[config.mk]
export PLATFORM = sky130hd
export DESIGN_NAME = assembly_source_tokenizer_unit
export DESIGN_NICKNAME = d
export VERILOG_FILES = /design/src/sv/astu_pkg.sv /design/src/sv/astu_front.sv /design/src/sv/astu_queue.sv /design/src/sv/astu_back.sv /design/src/sv/assembly_source_tokenizer_unit.sv
export VERILOG_INCLUDE_DIRS = /design/src /design/src/sv
export SDC_FILE = /design/constraint.sdc
export NUM_CORES = 1
export LEC_CHECK = 0
export BUFFER_PORTS_ARGS = -buffer_cell sky130_fd_sc_hd__clkbuf_2
export CORE_MARGIN = 2
export CORE_UTILIZATION = 54
export DETAILED_ROUTE_END_ITERATION = 16
export PLACE_DENSITY = 0.73
export SYNTH_ARGS = -nofsm -noshare
export SYNTH_HDL_FRONTEND = slang
export SYNTH_HIERARCHICAL = 1
export SYNTH_SLANG_ARGS = --single-unit
[constraint.sdc]
create_clock -name clock -period 9.64 [get_ports clock]
set_clock_uncertainty 0.05 [all_clocks]
set_input_delay 1.446 -clock clock [delete_from_list [all_inputs] [get_ports clock]]
set_output_delay 1.446 -clock clock [all_outputs]
set_load 0.005 [all_outputs]
[src/sv/assembly_source_tokenizer_unit_defines.svh]
// assertion helpers for the checks in the tokenizer top
`ifndef ASSEMBLY_SOURCE_TOKENIZER_UNIT_DEFINES_SVH
`define ASSEMBLY_SOURCE_TOKENIZER_UNIT_DEFINES_SVH

// same-cycle implication, off while reset is high
`define ASTU_ASSERT_SAME(label, clk, rst, ante, cons) \
   label: assert property (@(posedge clk) disable iff (rst) (ante) |-> (cons)) \
      else $error("tokenizer check failed");

// next-cycle implication, off while reset is high
`define ASTU_ASSERT_NEXT(label, clk, rst, ante, cons) \
   label: assert property (@(posedge clk) disable iff (rst) (ante) |=> (cons)) \
      else $error("tokenizer check failed");

`endif

[src/sv/astu_pkg.sv]
package astu_pkg;

   typedef enum logic [2:0] {
      MODE_IDLE    = 3'd0,
      MODE_COMMENT = 3'd1,
      MODE_STRING  = 3'd2,
      MODE_SIGN    = 3'd3,
      MODE_ZERO    = 3'd4,
      MODE_BODY    = 3'd5,
      MODE_IDENT   = 3'd6,
      MODE_ERROR   = 3'd7
   } mode_type;

   localparam logic [3:0] KIND_END    = 4'd0;
   localparam logic [3:0] KIND_DOT    = 4'd1;
   localparam logic [3:0] KIND_COMMA  = 4'd2;
   localparam logic [3:0] KIND_COLON  = 4'd3;
   localparam logic [3:0] KIND_LSQ    = 4'd4;
   localparam logic [3:0] KIND_RSQ    = 4'd5;
   localparam logic [3:0] KIND_IDENT  = 4'd6;
   localparam logic [3:0] KIND_STRING = 4'd7;
   localparam logic [3:0] KIND_NUMBER = 4'd8;
   localparam logic [3:0] KIND_ERROR  = 4'd9;

   localparam logic [7:0] CHAR_NUL   = 8'h00;
   localparam logic [7:0] CHAR_TAB   = 8'h09;
   localparam logic [7:0] CHAR_LF    = 8'h0A;
   localparam logic [7:0] CHAR_CR    = 8'h0D;
   localparam logic [7:0] CHAR_SPACE = 8'h20;
   localparam logic [7:0] CHAR_QUOTE = 8'h22;
   localparam logic [7:0] CHAR_COMMA = 8'h2C;
   localparam logic [7:0] CHAR_MINUS = 8'h2D;
   localparam logic [7:0] CHAR_DOT   = 8'h2E;
   localparam logic [7:0] CHAR_ZERO  = 8'h30;
   localparam logic [7:0] CHAR_NINE  = 8'h39;
   localparam logic [7:0] CHAR_COLON = 8'h3A;
   localparam logic [7:0] CHAR_SEMI  = 8'h3B;
   localparam logic [7:0] CHAR_UP_A  = 8'h41;
   localparam logic [7:0] CHAR_UP_Z  = 8'h5A;
   localparam logic [7:0] CHAR_LSQ   = 8'h5B;
   localparam logic [7:0] CHAR_RSQ   = 8'h5D;
   localparam logic [7:0] CHAR_LO_A  = 8'h61;
   localparam logic [7:0] CHAR_LO_B  = 8'h62;
   localparam logic [7:0] CHAR_LO_F  = 8'h66;
   localparam logic [7:0] CHAR_LO_O  = 8'h6F;
   localparam logic [7:0] CHAR_LO_X  = 8'h78;
   localparam logic [7:0] CHAR_LO_Z  = 8'h7A;
   localparam logic [7:0] CASE_GAP   = 8'h20;

   localparam int QUEUE_DEPTH = 4;
   localparam int QUEUE_PTR_W = $clog2(QUEUE_DEPTH);
   localparam int QUEUE_CNT_W = $clog2(QUEUE_DEPTH + 1);

   typedef struct packed {
      logic [3:0]  kind;
      logic [15:0] start;
      logic [15:0] length;
      logic [7:0]  bad;
   } token_type;

   // results of one character: one or two tokens
   typedef struct packed {
      logic      two;
      token_type first;
      token_type second;
   } job_type;

   function automatic logic [7:0] to_lower(input logic [7:0] c);
      return (c >= CHAR_UP_A && c <= CHAR_UP_Z) ? c + CASE_GAP : c;
   endfunction

   function automatic logic is_space(input logic [7:0] c);
      return c == CHAR_SPACE || (c >= CHAR_TAB && c <= CHAR_CR);
   endfunction

   function automatic logic is_digit(input logic [7:0] c);
      return c >= CHAR_ZERO && c <= CHAR_NINE;
   endfunction

   function automatic logic is_alpha(input logic [7:0] c);
      logic [7:0] l;
      l = to_lower(c);
      return l >= CHAR_LO_A && l <= CHAR_LO_Z;
   endfunction

   function automatic logic is_hex(input logic [7:0] c);
      logic [7:0] l;
      l = to_lower(c);
      return is_digit(c) || (l >= CHAR_LO_A && l <= CHAR_LO_F);
   endfunction

   function automatic logic is_punct(input logic [7:0] c);
      return c == CHAR_DOT || c == CHAR_COMMA || c == CHAR_COLON ||
             c == CHAR_LSQ || c == CHAR_RSQ;
   endfunction

   function automatic logic [3:0] punct_kind(input logic [7:0] c);
      logic [3:0] k;
      k = KIND_RSQ;
      case (c)
         CHAR_DOT:   k = KIND_DOT;
         CHAR_COMMA: k = KIND_COMMA;
         CHAR_COLON: k = KIND_COLON;
         CHAR_LSQ:   k = KIND_LSQ;
         default:    k = KIND_RSQ;
      endcase
      return k;
   endfunction

endpackage

[src/sv/astu_front.sv]
module astu_front
   import astu_pkg::*;
#(
   parameter int MAX_TEXT_LEN = 65536
) (
   input  logic       clock,
   input  logic       reset,
   input  logic       accept,
   input  logic [7:0] text_char,
   input  logic       final_char,
   output logic       job_push,
   output job_type    job
);

   localparam int POS_W = $clog2(MAX_TEXT_LEN + 1);
   localparam logic [POS_W-1:0] POS_MAX = POS_W'(MAX_TEXT_LEN);

   mode_type         mode_ff, mode_in;
   logic [POS_W-1:0] pos_ff, pos_in;
   logic [15:0]      open_ff, open_in;

   logic [15:0] pos16;
   logic [15:0] run;
   logic [7:0]  lc;
   logic        rescan;
   logic        first_v, second_v;
   token_type   first, second;

   assign pos16 = 16'(pos_ff);
   assign run   = pos16 - open_ff;
   assign lc    = to_lower(text_char);

   always_ff @(posedge clock) begin
      if (reset) begin
         mode_ff <= MODE_IDLE;
         pos_ff  <= '0;
         open_ff <= '0;
      end else if (accept) begin
         mode_ff <= mode_in;
         pos_ff  <= pos_in;
         open_ff <= open_in;
      end
   end

   always_comb begin
      mode_in  = mode_ff;
      open_in  = open_ff;
      pos_in   = (pos_ff != POS_MAX) ? pos_ff + POS_W'(1) : pos_ff;
      rescan   = 1'b0;
      first_v  = 1'b0;
      second_v = 1'b0;
      first    = '0;
      second   = '0;

      // close or extend the open token
      unique case (mode_ff)
         MODE_IDLE: begin
            rescan = 1'b1;
         end
         MODE_COMMENT: begin
            if (text_char == CHAR_LF) mode_in = MODE_IDLE;
         end
         MODE_STRING: begin
            if (final_char || text_char == CHAR_QUOTE) begin
               first_v      = 1'b1;
               first.kind   = KIND_STRING;
               first.start  = open_ff;
               first.length = run - 16'd1;
               mode_in      = MODE_IDLE;
            end
         end
         MODE_SIGN, MODE_ZERO, MODE_BODY: begin
            if (!final_char && mode_ff == MODE_SIGN && text_char == CHAR_ZERO) begin
               mode_in = MODE_ZERO;
            end else if (!final_char && mode_ff == MODE_ZERO &&
                         (lc == CHAR_LO_X || lc == CHAR_LO_B || lc == CHAR_LO_O)) begin
               mode_in = MODE_BODY;
            end else if (!final_char && is_hex(text_char)) begin
               mode_in = MODE_BODY;
            end else begin
               first_v      = 1'b1;
               first.kind   = KIND_NUMBER;
               first.start  = open_ff;
               first.length = run;
               mode_in      = MODE_IDLE;
               rescan       = 1'b1;
            end
         end
         MODE_IDENT: begin
            if (final_char || !(is_alpha(text_char) || is_digit(text_char))) begin
               first_v      = 1'b1;
               first.kind   = KIND_IDENT;
               first.start  = open_ff;
               first.length = run;
               mode_in      = MODE_IDLE;
               rescan       = 1'b1;
            end
         end
         MODE_ERROR: begin
            mode_in = MODE_ERROR;
         end
      endcase

      // scan the character from idle
      second.start  = pos16;
      second.length = 16'd1;
      if (rescan && !is_space(text_char)) begin
         open_in = pos16;
         if (text_char == CHAR_NUL) begin
            second_v      = 1'b1;
            second.kind   = KIND_END;
            second.length = 16'd0;
         end else if (text_char == CHAR_SEMI) begin
            mode_in = MODE_COMMENT;
         end else if (is_punct(text_char)) begin
            second_v    = 1'b1;
            second.kind = punct_kind(text_char);
         end else if (text_char == CHAR_QUOTE) begin
            if (final_char) begin
               second_v      = 1'b1;
               second.kind   = KIND_STRING;
               second.length = 16'd0;
            end else begin
               mode_in = MODE_STRING;
            end
         end else if (is_digit(text_char) || text_char == CHAR_MINUS) begin
            if (final_char) begin
               second_v    = 1'b1;
               second.kind = KIND_NUMBER;
            end else if (text_char == CHAR_MINUS) begin
               mode_in = MODE_SIGN;
            end else if (text_char == CHAR_ZERO) begin
               mode_in = MODE_ZERO;
            end else begin
               mode_in = MODE_BODY;
            end
         end else if (is_alpha(text_char)) begin
            if (final_char) begin
               second_v    = 1'b1;
               second.kind = KIND_IDENT;
            end else begin
               mode_in = MODE_IDENT;
            end
         end else begin
            second_v    = 1'b1;
            second.kind = KIND_ERROR;
            second.bad  = text_char;
            mode_in     = MODE_ERROR;
         end
      end

      // terminator restarts the text
      if (final_char) begin
         mode_in = MODE_IDLE;
         pos_in  = '0;
         open_in = '0;
      end
   end

   assign job_push   = accept && (first_v || second_v);
   assign job.two    = first_v && second_v;
   assign job.first  = first_v ? first : second;
   assign job.second = second;

endmodule

[src/sv/astu_queue.sv]
module astu_queue
   import astu_pkg::*;
(
   input  logic    clock,
   input  logic    reset,
   input  logic    push,
   input  job_type push_job,
   output logic    full,
   input  logic    pop,
   output logic    head_valid,
   output job_type head_job
);

   job_type                slot_ff [QUEUE_DEPTH];
   logic [QUEUE_PTR_W-1:0] wr_ff, wr_in;
   logic [QUEUE_PTR_W-1:0] rd_ff, rd_in;
   logic [QUEUE_CNT_W-1:0] count_ff, count_in;

   assign full       = count_ff == QUEUE_CNT_W'(QUEUE_DEPTH);
   assign head_valid = count_ff != '0;
   assign head_job   = slot_ff[rd_ff];

   always_comb begin
      wr_in    = push ? wr_ff + QUEUE_PTR_W'(1) : wr_ff;
      rd_in    = pop ? rd_ff + QUEUE_PTR_W'(1) : rd_ff;
      count_in = count_ff + QUEUE_CNT_W'(push) - QUEUE_CNT_W'(pop);
   end

   always_ff @(posedge clock) begin
      if (reset) begin
         wr_ff    <= '0;
         rd_ff    <= '0;
         count_ff <= '0;
      end else begin
         wr_ff    <= wr_in;
         rd_ff    <= rd_in;
         count_ff <= count_in;
      end
   end

   always_ff @(posedge clock) begin
      if (push) slot_ff[wr_ff] <= push_job;
   end

endmodule

[src/sv/astu_back.sv]
module astu_back
   import astu_pkg::*;
(
   input  logic        clock,
   input  logic        reset,
   input  logic        head_valid,
   input  job_type     head_job,
   output logic        head_pop,
   output logic        rsp_empty,
   input  logic        rsp_pop,
   output logic [3:0]  rsp_token_kind,
   output logic [15:0] rsp_token_start,
   output logic [15:0] rsp_token_length,
   output logic [7:0]  rsp_bad_char,
   output logic        rsp_last_in_run
);

   token_type out_ff, out_in;
   logic      last_ff, last_in;
   logic      out_valid_ff, out_valid_in;
   token_type spare_ff, spare_in;
   logic      spare_valid_ff, spare_valid_in;
   logic      load;

   // output slot is free or being drained this cycle
   assign load     = !out_valid_ff || rsp_pop;
   assign head_pop = load && !spare_valid_ff && head_valid;

   always_comb begin
      out_in         = out_ff;
      last_in        = last_ff;
      out_valid_in   = out_valid_ff;
      spare_in       = spare_ff;
      spare_valid_in = spare_valid_ff;
      if (load) begin
         if (spare_valid_ff) begin
            out_in         = spare_ff;
            last_in        = 1'b1;
            out_valid_in   = 1'b1;
            spare_valid_in = 1'b0;
         end else if (head_valid) begin
            out_in         = head_job.first;
            last_in        = !head_job.two;
            out_valid_in   = 1'b1;
            spare_in       = head_job.second;
            spare_valid_in = head_job.two;
         end else begin
            out_valid_in = 1'b0;
         end
      end
   end

   always_ff @(posedge clock) begin
      if (reset) begin
         out_valid_ff   <= 1'b0;
         spare_valid_ff <= 1'b0;
      end else begin
         out_valid_ff   <= out_valid_in;
         spare_valid_ff <= spare_valid_in;
      end
   end

   always_ff @(posedge clock) begin
      out_ff   <= out_in;
      last_ff  <= last_in;
      spare_ff <= spare_in;
   end

   assign rsp_empty        = !out_valid_ff;
   assign rsp_token_kind   = out_ff.kind;
   assign rsp_token_start  = out_ff.start;
   assign rsp_token_length = out_ff.length;
   assign rsp_bad_char     = out_ff.bad;
   assign rsp_last_in_run  = last_ff;

endmodule

[src/sv/assembly_source_tokenizer_unit.sv]
// channel    | direction | handshake            | payload
// req        | in        | req_push / req_full  | text_char, final_char
// rsp        | out       | rsp_pop / rsp_empty  | token_kind, token_start, token_length,
//            |           |                      | bad_char, last_in_run
// one character is taken per cycle while the job queue has room
// the back end hands out one token per cycle while rsp_pop is held; a character that
// closes a number or identifier and is itself a token gives two tokens, handed out in turn
// a four-entry job queue lets the front keep taking characters meanwhile
// synchronous active-high reset clears scan state, position and queues
`include "assembly_source_tokenizer_unit_defines.svh"

module assembly_source_tokenizer_unit
   import astu_pkg::*;
#(
   parameter int MAX_TEXT_LEN = 65536
) (
   input  logic        clock,
   input  logic        reset,
   // character transactions in
   input  logic        req_push,
   output logic        req_full,
   input  logic [7:0]  req_text_char,
   input  logic        req_final_char,
   // token transactions out
   output logic        rsp_empty,
   input  logic        rsp_pop,
   output logic [3:0]  rsp_token_kind,
   output logic [15:0] rsp_token_start,
   output logic [15:0] rsp_token_length,
   output logic [7:0]  rsp_bad_char,
   output logic        rsp_last_in_run
);

   logic    accept;       // character transaction taken this cycle
   logic    job_push;     // front produced at least one token
   job_type job;          // tokens of the current character
   logic    queue_full;
   logic    head_valid;
   job_type head_job;
   logic    head_pop;

   // characters flow in whenever the queue can hold their tokens
   assign accept   = req_push && !req_full;
   assign req_full = queue_full;

   // front: scan state machine, position counter, token forming
   astu_front #(
      .MAX_TEXT_LEN(MAX_TEXT_LEN)
   ) u_front (
      .clock      (clock),
      .reset      (reset),
      .accept     (accept),
      .text_char  (req_text_char),
      .final_char (req_final_char),
      .job_push   (job_push),
      .job        (job)
   );

   // decoupling queue between scanner and token output
   astu_queue u_queue (
      .clock      (clock),
      .reset      (reset),
      .push       (job_push),
      .push_job   (job),
      .full       (queue_full),
      .pop        (head_pop),
      .head_valid (head_valid),
      .head_job   (head_job)
   );

   // back: splits two-token jobs and holds the output register
   astu_back u_back (
      .clock            (clock),
      .reset            (reset),
      .head_valid       (head_valid),
      .head_job         (head_job),
      .head_pop         (head_pop),
      .rsp_empty        (rsp_empty),
      .rsp_pop          (rsp_pop),
      .rsp_token_kind   (rsp_token_kind),
      .rsp_token_start  (rsp_token_start),
      .rsp_token_length (rsp_token_length),
      .rsp_bad_char     (rsp_bad_char),
      .rsp_last_in_run  (rsp_last_in_run)
   );

   // the queue never overflows or underflows
   `ASTU_ASSERT_SAME(a_no_overflow, clock, reset, job_push, !queue_full)
   `ASTU_ASSERT_SAME(a_no_underflow, clock, reset, head_pop, head_valid)
   // only a closing number or identifier precedes a second token
   `ASTU_ASSERT_SAME(a_two_first_kind, clock, reset, job_push && job.two,
      job.first.kind == KIND_NUMBER || job.first.kind == KIND_IDENT)
   // an end token is always the last of its character
   `ASTU_ASSERT_SAME(a_end_is_last, clock, reset,
      !rsp_empty && rsp_token_kind == KIND_END, rsp_last_in_run)

endmodule

==> results of run 1 <==
-- critical path: cells and delay by family --
kind / cells / cell delay, ns
AND/OR/NAND/NOR: 3 / 0.95
AO/OA/AOI/OAI: 7 / 2.03
adder cells (fa/ha/maj): 1 / 0.21
buffers and inverters: 3 / 1.11
-- layout by cell type (no fill, tap or decap), types with 6 or more instances in the layout --
cell type | netlist | final
inv_1 | 35 | 35
ha_1 | 27 | 27
nor2b_1 | 7 | 7
mux4_2 | 89 | 89
edfxtp_1 | 445 | 445
xor2_1 | 13 | 13
bufinv_16 | 0 | 8
nand2b_1 | 8 | 8
buf_4 | 32 | 12
a21oi_1 | 25 | 24
nor4_1 | 7 | 7
clkbuf_16 | 0 | 49
nor2_1 | 58 | 58
o21a_1 | 6 | 6
nor3_1 | 21 | 20
clkinv_1 | 0 | 7
clkbuf_1 | 34 | 7
and2_1 | 16 | 12
nand3_1 | 10 | 10
and3_1 | 16 | 16
o21ai_1 | 24 | 24
xnor2_1 | 24 | 24
o22ai_1 | 10 | 10
conb_1 | 1 | 15
clkbuf_2 | 0 | 59
clkinv_2 | 0 | 12
nand4_1 | 9 | 9
a22o_1 | 17 | 17
or3_1 | 13 | 13
o21ai_0 | 17 | 17
dfxtp_1 | 47 | 44
nand2_1 | 65 | 65
mux2_2 | 44 | 44
-- layout make-up --
type	count	share of cell area, %
Clock buffer	56	5.498
Clock inverter	33	1.648
Inverter	38	0.6261
Multi-Input combinational cell	624	24.91
Sequential cell	492	62.82
Tap cell	511	2.806
Timing Repair Buffer	71	1.692
-- stage by stage --
stage	utilization, %	setup slack (ns)	power (mW)
CTS	60.63	4.056	6.562
global route	60.63	3.666	6.779
global placement	56.29	3.633	4.591
finish	60.63	3.945	6.470
floorplan	-	3.401	4.173
detailed placement	56.29	3.478	4.634
-- where the power goes --
part	leakage, nW	internal (mW)	switching (mW)
Combinational	2.28	0.630	0.789
Sequential	4.55	2.97	0.170
Clock	0.797	1.15	0.766
-- flip-flops by register name, indices dropped and copies added, names as in the netlist, named ones only --
| name | cells |
|---|---|
| u_back/spare_valid_ff | 1 |
| u_front/pos_ff | 17 |
| u_back/rsp_token_start | 16 |
| u_back/spare_ff | 44 |
| u_front/mode_ff | 3 |
| u_back/rsp_last_in_run | 1 |
| u_back/rsp_token_length | 16 |
| u_back/rsp_token_kind | 4 |
| u_front/open_ff | 16 |
| u_queue/count_ff | 3 |
| u_queue/slot_ff | 356 |
| u_queue/rd_ff | 2 |
| u_back/rsp_bad_char | 8 |
| u_back/out_valid_ff | 1 |
| u_queue/wr_ff | 2 |
-- worst paths after layout --
path                       start                      to  slack (ns)  cells after the start
min          u_front/open_ff[12]     u_front/open_ff[12]        0.42                      1
max reg2reg   u_front/mode_ff[1]  u_queue/slot_ff[3][74]        5.16                      8
min reg2reg  u_front/open_ff[12]     u_front/open_ff[12]        0.42                      1
max             req_text_char[5]  u_queue/slot_ff[3][74]        3.95                     14
-- kinds of logic (layout without fill, tap and decap cells) --
logic type               Yosys count  in the layout  synth area share (%)
flip-flops                       492            492                 69.53
AND/OR/NAND/NOR                  252            252                 6.228
AO/OA/AOI/OAI                    153            153                 5.066
multiplexers                     137            137                 12.36
buffers and inverters            128            198                 3.272
XOR/XNOR                          38             38                 1.691
adder cells (fa/ha/maj)           29             29                 1.837
other                              1             15               0.01823
-- layer usage --
metal | global-route usage (%) | routed length (um)
met3 | 2.903 | 1723
met2 | 34.86 | 19850
met5 | 0 | 0
met1 | 27.64 | 16690
met4 | 5.086 | 677
==> run metrics, run 1 <==
die area=0.03967 mm^2; fraction of synthesis flops using an asynchronous set or reset pin=0%; Worst Path Required=9.76 ns; top cell type's share of synthesized area=64.96%; Crit-path slowest cell=a31oi_1; H-tree levels=2; Post-Syn Area=0.02057 mm^2; DP HPWL=23060 um; register area share after synthesis=69.53%; Fin. Hold Viols=0; PortBufs=59; diode count=0; post-detailed-route DRC marker count=0; # setup viols final=0; max-slew violations=0; Num CTS Buffers=48; CTS Root Cell=clkbuf_16; RSZ-0062 raised after global routing=no; area of the multi-input gates=0.005674 mm^2; status=complete, no violations; Max Root-Sink Buffers=3; dominant cells by area after synthesis=edfxtp_1 (65%), mux4_2 (9.7%), dfxtp_1 (4.6%), mux2_2 (2.4%), ha_1 (1.6%); max incr delay on CP=0.84 ns; Post-CTS Setup Inserts=0; FF+latch area=0.01431 mm^2; Total GRT Usage=20.32%; CTS resizes=0; post-route ant nets=0; routed via count=10610; Worst Path Max Fanout=54; Synth area leader=edfxtp_1; VDD IR-drop max=0.1896 mV; Post-Place Cells=1736; Hold Crit Class=reg2reg; die width=199.2 um; DR vias/cell=5.815; CP endpoint kind=register; GRT overflow=0; CTS tree=built; critical path, cell by cell=clkbuf_2, inv_2, ha_1, nand2b_1, a211oi_1, o211ai_1, o21a_1, o22a_1, o211ai_2, a31oi_1, and3b_1, o21a_1, and2_4, buf_4; Die Y=199.2 um; CTS Sinks=492; antenna violations before repair=0; CP Class=in2reg; Mapped Cells=1230; Core Area=0.03758 mm^2; most frequent CP cell=o21a_1; Clock transition at path regs=0.06 ns; MaxCap Viol Count=0; layout cell share with drive strength beyond 1=23.14%; top-count cell post-synth=edfxtp_1; Worst Tran Pin Value=1.135 ns; final worst-path cycle share=59.07%; DP Area=0.02115 mm^2; first-pass GRT wire length=61110 um; DRT iter0 DRCs=834; P&R area growth vs syn=10.74%; synth cell count leaders=edfxtp_1 (445), mux4_2 (89), nand2_1 (65), nor2_1 (58), dfxtp_1 (47); DRT Pass-1 Iters=5; Routed WL=38940 um; initial core utilization=54.75%; clk_lat worst skew=0.56 ns; IO Pins=60; final net count=1317; Distinct cells, synth=75; Avg Inst Size Synth=16.73 um^2; fillers=2744; Crit path arrival time=5.82 ns; fin cells=1825; Lkg Pwr=7.626 nW; Fmax achieved=0.1756 GHz; Tmin final=5.695 ns; Seq cells post-synth=492; setup TNS=0 ns; FP Rows=71; GPL Wtd Cong=0.8524; CTS Hold Bufs=0; Post-synth EDFFs=445; slew margin rel.=24.02%; largest net degree at the start of global routing=56; Worst setup SP type=primary input; PD cells=284.0 mW/mm^2; post-route cell area=0.02278 mm^2; Syn. warnings=6; vias in the first global route=10710; final hold slack=0.4231 ns; most used flip-flop cell after synthesis=edfxtp_1; DR WL/cell=21.33 um
No activity file was read; power rests on OpenSTA's default activity.
==> run 2: changes to the inputs <==
Clock period 9.64 ns to 5.5 ns, I/O delays scaled along.
==> run 2 against run 1 <==
  * Register-to-register slack got worse by 3.8 ns
  * Sequential share of layout area increased by 0.072 points
  * Highest routed layer unchanged
  * Combinational power grew 80%
  * Wire length grew 2.0%
==> run metrics, run 2 (synthesis results as in run 1) <==
final net count=1325 (+0.61%); initial core utilization=54.75% (unchanged); antenna violations before repair=0 (unchanged); FP Rows=71 (unchanged); CTS resizes=0 (unchanged); Worst R2R Path Depth=13 (+5); DRT iter0 DRCs=737 (-12%); PD cells=487.5 mW/mm^2 (+72%); Buf/Inv on CP=2 (-1); die area=0.03967 mm^2 (unchanged); largest net degree at the start of global routing=56 (unchanged); Worst setup SP type=register; fin cells=1830 (+0.27%); DRT Pass-1 Iters=5 (unchanged); VDD IR-drop max=0.3266 mV (+72%); FF+latch area=0.01431 mm^2 (unchanged); Worst Path Max Fanout=11 (-80%); vias in the first global route=10820 (+1.0%); RSZ-0062 raised after global routing=no; MaxCap Viol Count=0 (unchanged); CP Class=reg2reg; area of the multi-input gates=0.005674 mm^2 (unchanged); CTS Sinks=492 (unchanged); P&R area growth vs syn=10.61%; GPL Wtd Cong=0.8870 (+4.1%); CP endpoint kind=register; clk_lat worst skew=0.57 ns (about the same); Die Y=199.2 um (unchanged); Fmax achieved=0.2444 GHz; Comb pwr share=23.0% (+1.1 points); CTS tree=built; GRT overflow=0 (unchanged); Int Pwr=8.074 mW (+70%); delay-heaviest family, CP=simple AND/OR/NAND/NOR gates; post-detailed-route DRC marker count=0 (unchanged); max incr delay on CP=0.63 ns (-0.21 ns); FF-to-FF Start=u_front/pos_ff[0]; fillers=2774 (+1.1%); # setup viols final=0 (unchanged); Core Area=0.03758 mm^2 (unchanged); Worst path depth=13 (-1); Post-CTS Setup Inserts=0 (unchanged); layout cell share with drive strength beyond 1=22.74% (-0.39 points); CTS Hold Bufs=0 (unchanged); switching portion of total power=27.22% (+0.56 points); Reg-to-Reg End=u_queue/slot_ff[0][62]; Crit path arrival time=4.36 ns (-1.46 ns); hold depth=1 (unchanged); commonest non-fill, non-tap cell in the layout=edfxtp_1; Hold Crit Class=reg2reg; Total GRT Usage=20.63% (+0.30 points); max reg flops=356 (unchanged); final worst-path cycle share=74.38%; Lkg Pwr=7.597 nW (-0.38%); Tmin final=4.091 ns; end point of the critical path=u_queue/slot_ff[0][62]; Most flops, register=u_queue/slot_ff; Psw=3.020 mW (+75%); Flop pwr share=49.7% (+1.2 points); post-layout util=60.56% (-0.070 points); Num CTS Buffers=48 (unchanged); Clock power frac=27.4% (-2.2 points); DP HPWL=23900 um (+3.6%); CP startpoint=u_front/pos_ff[0]; DR WL/cell=21.71 um (+1.7%); setup TNS=0 ns (unchanged); DR vias/cell=5.838 (+0.40%); first-pass GRT wire length=61500 um (+0.64%); max-slew violations=0 (unchanged); Post-Place Cells=1744 (+0.46%); Routed WL=39720 um (+2.0%); Crit-path slowest cell=or4_1; Clock transition at path regs=0.06 ns (about the same); routed via count=10680 (+0.68%); Worst Tran Pin Value=0.8909 ns (-0.2438 ns); status=complete, no violations; Max Root-Sink Buffers=3 (unchanged); H-tree levels=2 (unchanged); Fin. Hold Viols=0 (unchanged); critical path, cell by cell=inv_1, ha_1, inv_1, fa_1, a211oi_1, nor2_1, o221ai_1, nor2b_1, xnor2_1, or4_1, nand2b_1, xnor2_1, o22ai_1; most frequent cells in the layout=edfxtp_1 (445), mux4_2 (89), nand2_1 (65); CTS Root Cell=clkbuf_16; reg-to-reg slack, setup=1.41 ns (-3.75 ns); biggest regs=u_queue/slot_ff (356), u_back/spare_ff (44), u_front/pos_ff (17); PortBufs=59 (unchanged); Worst Path Required=5.77 ns (-3.99 ns); die width=199.2 um (unchanged); IO Pins=60 (unchanged); diode count=0 (unchanged); post-route ant nets=0 (unchanged); slew margin rel.=40.61% (+17 points)
-- run 2: cell count changes in the layout (fill, tap and decap cells not counted) --
cell | previous run | this run
clkbuf_16 | 49 | 48
buf_12 | 0 | 7
bufinv_16 | 8 | 2
buf_4 | 12 | 13
clkbuf_8 | 0 | 2
clkbuf_1 | 7 | 12
clkinv_8 | 0 | 1
inv_6 | 2 | 1
clkinvlp_4 | 3 | 2
clkinv_1 | 7 | 11
clkinv_2 | 12 | 6
-- run 2: power groups by stage --
stage / logic (mW) / registers, mW / clock network [mW]
global placement: 2.56 / 5.57 / 0
detailed placement: 2.59 / 5.60 / 0
finish: 2.55 / 5.51 / 3.04
global route: 2.77 / 5.60 / 3.26
floorplan: 1.83 / 5.47 / 0
CTS: 2.61 / 5.53 / 3.12
-- run 2: worst min path at each step --
stage,from,end,slack [ns]
after CTS,u_front/open_ff[12],u_front/open_ff[12],0.43
after global placement,u_front/open_ff[14],u_front/open_ff[14],0.41
after global routing,u_front/open_ff[3],u_front/open_ff[3],0.44
after detailed placement,u_front/open_ff[5],u_front/open_ff[5],0.41
final,u_front/open_ff[10],u_front/open_ff[10],0.43
after floorplan,u_front/open_ff[12],u_front/open_ff[12],0.39
-- run 2: worst register-to-register path, cell delays in order (launching register included) --
cell      delay [ns]
dfxtp_1         0.42
inv_1           0.15
ha_1            0.19
inv_1           0.06
fa_1            0.42
a211oi_1        0.33
nor2_1          0.12
o221ai_1        0.38
nor2b_1         0.21
xnor2_1         0.16
or4_1           0.63
nand2b_1        0.20
xnor2_1         0.14
o22ai_1         0.37
-- run 2: per-stage QoR --
step / worst slack, ns / hold slack, ns / cell area [um^2] / total power, mW
after global placement: 1.027 / 0.4064 / 21300 / 8.130
after floorplan: 0.8474 / 0.3922 / 20630 / 7.295
after CTS: 1.491 / 0.4269 / 22760 / 11.25
after global routing: 1.180 / 0.4402 / 22760 / 11.63
final: 1.409 / 0.4281 / 22760 / 11.09
after detailed placement: 0.9810 / 0.4090 / 21300 / 8.190
-- run 2: cell type report --
type | instances | area share [%]
clock buffers | 62 | 5.597
multi-input cells | 624 | 24.94
inverters | 38 | 0.6268
repair buffers | 79 | 2.342
clock inverters | 24 | 0.7918
well taps | 511 | 2.810
flip-flops and latches | 492 | 62.90
-- run 2: routing by layer --
metal  vias to the layer above  part of all wire (%)  track usage [%]
met5                         -                     0                0
met2                       238                    50            34.29
met3                        46                   4.6            3.511
met4                         0                   1.7            5.086
met1                      5508                    44            28.68
li1                       4892                     -                -
